`config.mk`:
```
export PLATFORM = sky130hd
export DESIGN_NAME = rag_divider
export DESIGN_NICKNAME = d
export VERILOG_FILES = /design/src/rtl/core/rag_pkg.sv /design/src/rtl/core/rag_divider.sv
export SDC_FILE = /design/constraint.sdc
export NUM_CORES = 1
export LEC_CHECK = 0
export BUFFER_PORTS_ARGS = -buffer_cell sky130_fd_sc_hd__buf_2
export CORE_MARGIN = 2
export CORE_UTILIZATION = 45
export CTS_BUF_LIST = sky130_fd_sc_hd__clkbuf_8 sky130_fd_sc_hd__clkbuf_16
export DETAILED_ROUTE_END_ITERATION = 8
export PLACE_DENSITY = 0.73
export SYNTH_ARGS = -nofsm -noshare
export SYNTH_HDL_FRONTEND = slang
export SYNTH_SLANG_ARGS = --single-unit
```
`constraint.sdc`:
```
create_clock -name clk -period 3.95 [get_ports clk]
set_input_delay 0.395 -clock clk [delete_from_list [all_inputs] [get_ports clk]]
set_output_delay 0.395 -clock clk [all_outputs]
set_load 0.05 [all_outputs]
```
`src/rtl/core/rag_pkg.sv`:
```
package rag_pkg;

    localparam int OPW = 32;
    localparam int DW  = 64;

    typedef enum logic [2:0] {
        MODE_ADD    = 3'd0,
        MODE_SUB    = 3'd1,
        MODE_MUL    = 3'd2,
        MODE_DIV    = 3'd3,
        MODE_REDUCE = 3'd4,
        MODE_CMP    = 3'd5
    } mode_t;

    typedef struct packed {
        logic [2:0]         mode;
        logic signed [31:0] a_num;
        logic signed [31:0] a_den;
        logic signed [31:0] b_num;
        logic [30:0]        b_den;
    } in_item_t;

    typedef struct packed {
        logic signed [31:0] res_num;
        logic [30:0]        res_den;
        logic               div_zero;
        logic               overflow;
        logic               less;
        logic               equal;
        logic               greater;
    } out_item_t;

    typedef enum logic [3:0] {
        ST_IDLE,
        ST_MUL1,
        ST_MUL2,
        ST_MUL3,
        ST_COMBINE,
        ST_GCD_START,
        ST_GCD_DIV,
        ST_DIVN_START,
        ST_DIVN,
        ST_DIVD_START,
        ST_DIVD,
        ST_FINISH,
        ST_OUT
    } state_t;

endpackage

```
`src/rtl/core/rag_divider.sv`:
```
module rag_divider
    import rag_pkg::*;
(
    input  logic          clk,
    input  logic          rst_n,
    input  logic          start,
    input  logic [DW-1:0] dividend,
    input  logic [DW-1:0] divisor,
    output logic [DW-1:0] quotient,
    output logic [DW-1:0] remainder,
    output logic          busy
);

    logic [DW-1:0] quo_reg, quo_next;
    logic [DW-1:0] rem_reg, rem_next;
    logic [DW-1:0] dvs_reg, dvs_next;
    logic [6:0]    cnt_reg, cnt_next;
    logic          busy_reg, busy_next;
    logic [DW:0]   trial;
    logic [DW:0]   shifted;

    always_comb
    begin
        quo_next  = quo_reg;
        rem_next  = rem_reg;
        dvs_next  = dvs_reg;
        cnt_next  = cnt_reg;
        busy_next = busy_reg;
        shifted   = {rem_reg, quo_reg[DW-1]};
        trial     = shifted - {1'b0, dvs_reg};
        if (start)
        begin
            quo_next  = dividend;
            rem_next  = '0;
            dvs_next  = divisor;
            cnt_next  = 7'(DW);
            busy_next = 1'b1;
        end
        else if (busy_reg)
        begin
            if (!trial[DW])
            begin
                rem_next = trial[DW-1:0];
                quo_next = {quo_reg[DW-2:0], 1'b1};
            end
            else
            begin
                rem_next = shifted[DW-1:0];
                quo_next = {quo_reg[DW-2:0], 1'b0};
            end
            cnt_next = cnt_reg - 7'd1;
            if (cnt_reg == 7'd1)
            begin
                busy_next = 1'b0;
            end
        end
    end

    always_ff @(posedge clk or negedge rst_n)
    begin
        if (!rst_n)
        begin
            busy_reg <= 1'b0;
            cnt_reg  <= '0;
        end
        else
        begin
            busy_reg <= busy_next;
            cnt_reg  <= cnt_next;
        end
    end

    always_ff @(posedge clk)
    begin
        quo_reg <= quo_next;
        rem_reg <= rem_next;
        dvs_reg <= dvs_next;
    end

    assign quotient  = quo_reg;
    assign remainder = rem_reg;
    assign busy      = busy_reg | start;

endmodule

```
==> flow_metrics.env <==
export IMPL_slowest_stage="o41ai_1"
export IMPL_avgSynthCellArea_um2=9.72
export IMPL_synth_commonest_cells="nand2_1 (146), edfxtp_1 (128), nor2_1 (97)"
export IMPL_cp_cell_sequence="inv_1 -> ha_1 -> a211o_1 -> a21oi_1 -> a2111o_1 -> o211a_1 -> a21oi_1 -> a21oi_1 -> o41ai_1 -> buf_4 -> a221oi_1 -> and4bb_1 -> mux2_2 -> a21oi_1"
export IMPL_synth_top_cell_area_share_pct=32.3
export IMPL_wl_mm=31.5
export IMPL_yosysUniqueCellTypes=67
export IMPL_insertion_delay_ns=0.46
export IMPL_required_ns=4.34
export IMPL_startpoint="dvs_reg[12]$_DFFE_PP_"
export IMPL_status="complete, no violations"
export IMPL_gp_congestion=0.885
export IMPL_cts_root_buf="clkbuf_16"
export IMPL_top_usage_layer="met2"
export IMPL_drtPass1Iterations=8
export IMPL_async_reset_ff_share_pct=4.00
export IMPL_grt_first_pass_wirelength_mm=50.6
export IMPL_cp_end_kind="register"
export IMPL_crit_top_cell="a21oi_1"
export IMPL_p_leak_nw=6.38
export IMPL_seq_area_um2=5330
export IMPL_avgViaCountPerCell=5.60
export IMPL_gr_usage_met3_pct=5.35
export IMPL_synthTopCellsByArea="edfxtp_1 (32%), dfxtp_1 (11%), ha_1 (6.9%), mux2_2 (6.1%), nand2_1 (4.6%)"
export IMPL_sequentialPowerShare_pct=28.2
export IMPL_cts_tree="yes"
export IMPL_track_usage_pct=22.3
export IMPL_grt_pass1_vias=10115
export IMPL_dp_final_hpwl_mm=23.5
export IMPL_antenna_left=0
export IMPL_p_comb_share_pct=54.4
export IMPL_slew_headroom_pct=45.0
export IMPL_power_switching_mw=5.52
export IMPL_die_x_um=167
export IMPL_cts_setup_buffers=0
export IMPL_synth_most_common_cell="nand2_1"
export IMPL_crit_arrival_ns=4.14
export IMPL_r2r_setup_slack_ns=0.20
export IMPL_ys_ff_latch=200
export IMPL_post_route_period_util_pct=94.9
export IMPL_syn_nets=1421
export IMPL_r2r_start="dvs_reg[12]$_DFFE_PP_"
export IMPL_drt_iter0_markers=683
export IMPL_ys_seq_area_share_pct=44.8
export IMPL_coreArea_um2=26000
export IMPL_hold_path_class="input pin to register"
export IMPL_nFillCells=2338
export IMPL_cp_max_fo=8
export IMPL_critPathLaunchType="register"
export IMPL_max_freq_mhz=267
export IMPL_rsz0062_at_grt="no"
export IMPL_cts_max_path_buffers=2
export IMPL_cts_sinks=200
export IMPL_crit_end="remainder[63]$_SDFFE_PP0P_"
export IMPL_grt_max_degree=91
export IMPL_syn_inst=1223
export IMPL_use_met2_pct=38.4
export IMPL_path_clk_slew_ns=0.10
export IMPL_numCtsBuffers=17
export IMPL_fin_util_pct=54.7
export IMPL_design_die_area_um2=27700
export IMPL_fin_ws_ns=0.200
export IMPL_swShare_pct=48.8
export IMPL_netlist_area_um2=11900
export IMPL_grt_overflow=0
export IMPL_r2r_cells=14
export IMPL_port_buffers=259
export IMPL_use_met1_pct=27.8
export IMPL_pre_cts_slack_ns=0.218
export IMPL_p_clk_share_pct=17.4
export IMPL_htreeDepth=4
export IMPL_std_cell_rows=59
export IMPL_synth_ff_type="edfxtp_1"
export IMPL_wl_per_cell_um=17.5
export IMPL_p_total_mw=11.3
export IMPL_syn_to_final_growth_pct=19.6
export IMPL_diodes=0
export IMPL_vias=10089
export IMPL_power_density_nw_per_um2=796
export IMPL_start_util_pct=45.8
export IMPL_io_pins=260
export IMPL_multi_input_area_um2=5960
export IMPL_dp_cells=1769
export IMPL_holdWs_ns=0.107
export IMPL_synth_largest_area_cell="edfxtp_1"
export IMPL_setup_violations=0
export IMPL_finalCriticalPeriod_ns=3.75
export IMPL_path_class="register to register"
export IMPL_p_int_mw=5.80
export IMPL_grt_antenna_before_repair=0
export IMPL_reg2reg_to="remainder[63]$_SDFFE_PP0P_"
export IMPL_die_h_um=167
export IMPL_synth_edf_count=128
export IMPL_tns_ns=0
export IMPL_finalHoldViolations=0
export IMPL_ir_worst_vdd_uv=522
export IMPL_layout_drive_gt1_share_pct=26.8
export IMPL_yosysWarnings=0
export IMPL_drc_errors=0
export IMPL_drv_slew=0
export IMPL_finClkSkew_ns=0.0175
export IMPL_placed_area_um2=13500
export IMPL_tightest_slew_ns=0.826
export IMPL_design_area_um2=14200
export IMPL_drv_cap=0
export IMPL_layoutNonFillerInstCount=1802
export IMPL_nets=1652
export IMPL_slowest_delay_ns=0.49
-- kinds of logic (layout without fill, tap and decap cells) --
kind of cell | Yosys count | count (layout) | synth area share (%)
fa+ha+maj | 67 | 67 | 7.11
buf+inv | 156 | 400 | 5.31
compound gates | 315 | 315 | 18.0
flops | 200 | 200 | 44.8
mux | 75 | 75 | 6.99
simple gates | 344 | 344 | 12.8
xor+xnor | 66 | 66 | 4.99
-- worst min path at each step --
stage / from / endpoint / slack, ns / depth (start not counted)
after CTS: divisor[3] / dvs_reg[3]$_DFFE_PP_ / 0.09 / 1
after global routing: divisor[3] / dvs_reg[3]$_DFFE_PP_ / 0.09 / 1
after detailed placement: rst_n / cnt_reg[5]$_DFFE_PN0P_ / 0.25 / 1
after global placement: rst_n / cnt_reg[5]$_DFFE_PN0P_ / 0.25 / 1
after floorplan: rst_n / busy_reg$_DFF_PN0_ / 0.1 / 0
final: divisor[3] / dvs_reg[3]$_DFFE_PP_ / 0.11 / 1
-- placed cells by master (no fill, tap or decap), drive strengths merged, types with 21 or more instances in the layout --
cell | netlist | final
buf | 22 | 281
nand2 | 146 | 146
edfxtp | 128 | 128
nor2 | 97 | 97
inv | 86 | 95
a21oi | 87 | 87
ha | 66 | 66
mux2 | 64 | 64
dfxtp | 64 | 64
o21ai | 59 | 59
xnor2 | 42 | 42
a311oi | 37 | 37
a21o | 34 | 34
xor2 | 24 | 24
nand4 | 21 | 21
-- layout make-up --
| class | count | share of cell area, % |
|---|---|---|
| Inverter | 86 | 2.27 |
| Sequential cell | 200 | 37.5 |
| Clock buffer | 17 | 2.99 |
| Tap cell | 335 | 2.95 |
| Clock inverter | 15 | 1.72 |
| Timing Repair Buffer | 282 | 10.7 |
| Multi-Input combinational cell | 867 | 41.9 |
-- worst max-delay path: cells and delay by family, from the launching register on --
family	cells	cell delay, ns
compound gates	9	2.03
fa+ha+maj	1	0.41
buf+inv	2	0.25
flops	1	0.34
mux	1	0.35
simple gates	1	0.30
-- power groups by stage --
| stage | clock [mW] | combinational (mW) | sequential [mW] |
|---|---|---|---|
| CTS | 1.99 | 6.13 | 3.19 |
| global route | 2.07 | 6.69 | 3.26 |
| finish | 1.97 | 6.16 | 3.19 |
| floorplan | 0 | 3.41 | 4.46 |
| detailed placement | 0 | 6.09 | 3.23 |
| global placement | 0 | 6.01 | 3.22 |
-- metal layers --
metal  share of wire [%]  wire length [µm]
met1                  42             13300
met2                  49             15300
met5                   0                 0
met3                 7.1              2220
met4                 2.0               616
-- repair_timing --
item / in CTS / in global routing
resized for setup: 0 / 1
hold endpoints to repair: 8 / 0
hold buffers: 1 / 0
endpoints found under the setup margin: 0 / 12
No activity file was read; power rests on OpenSTA's default activity.
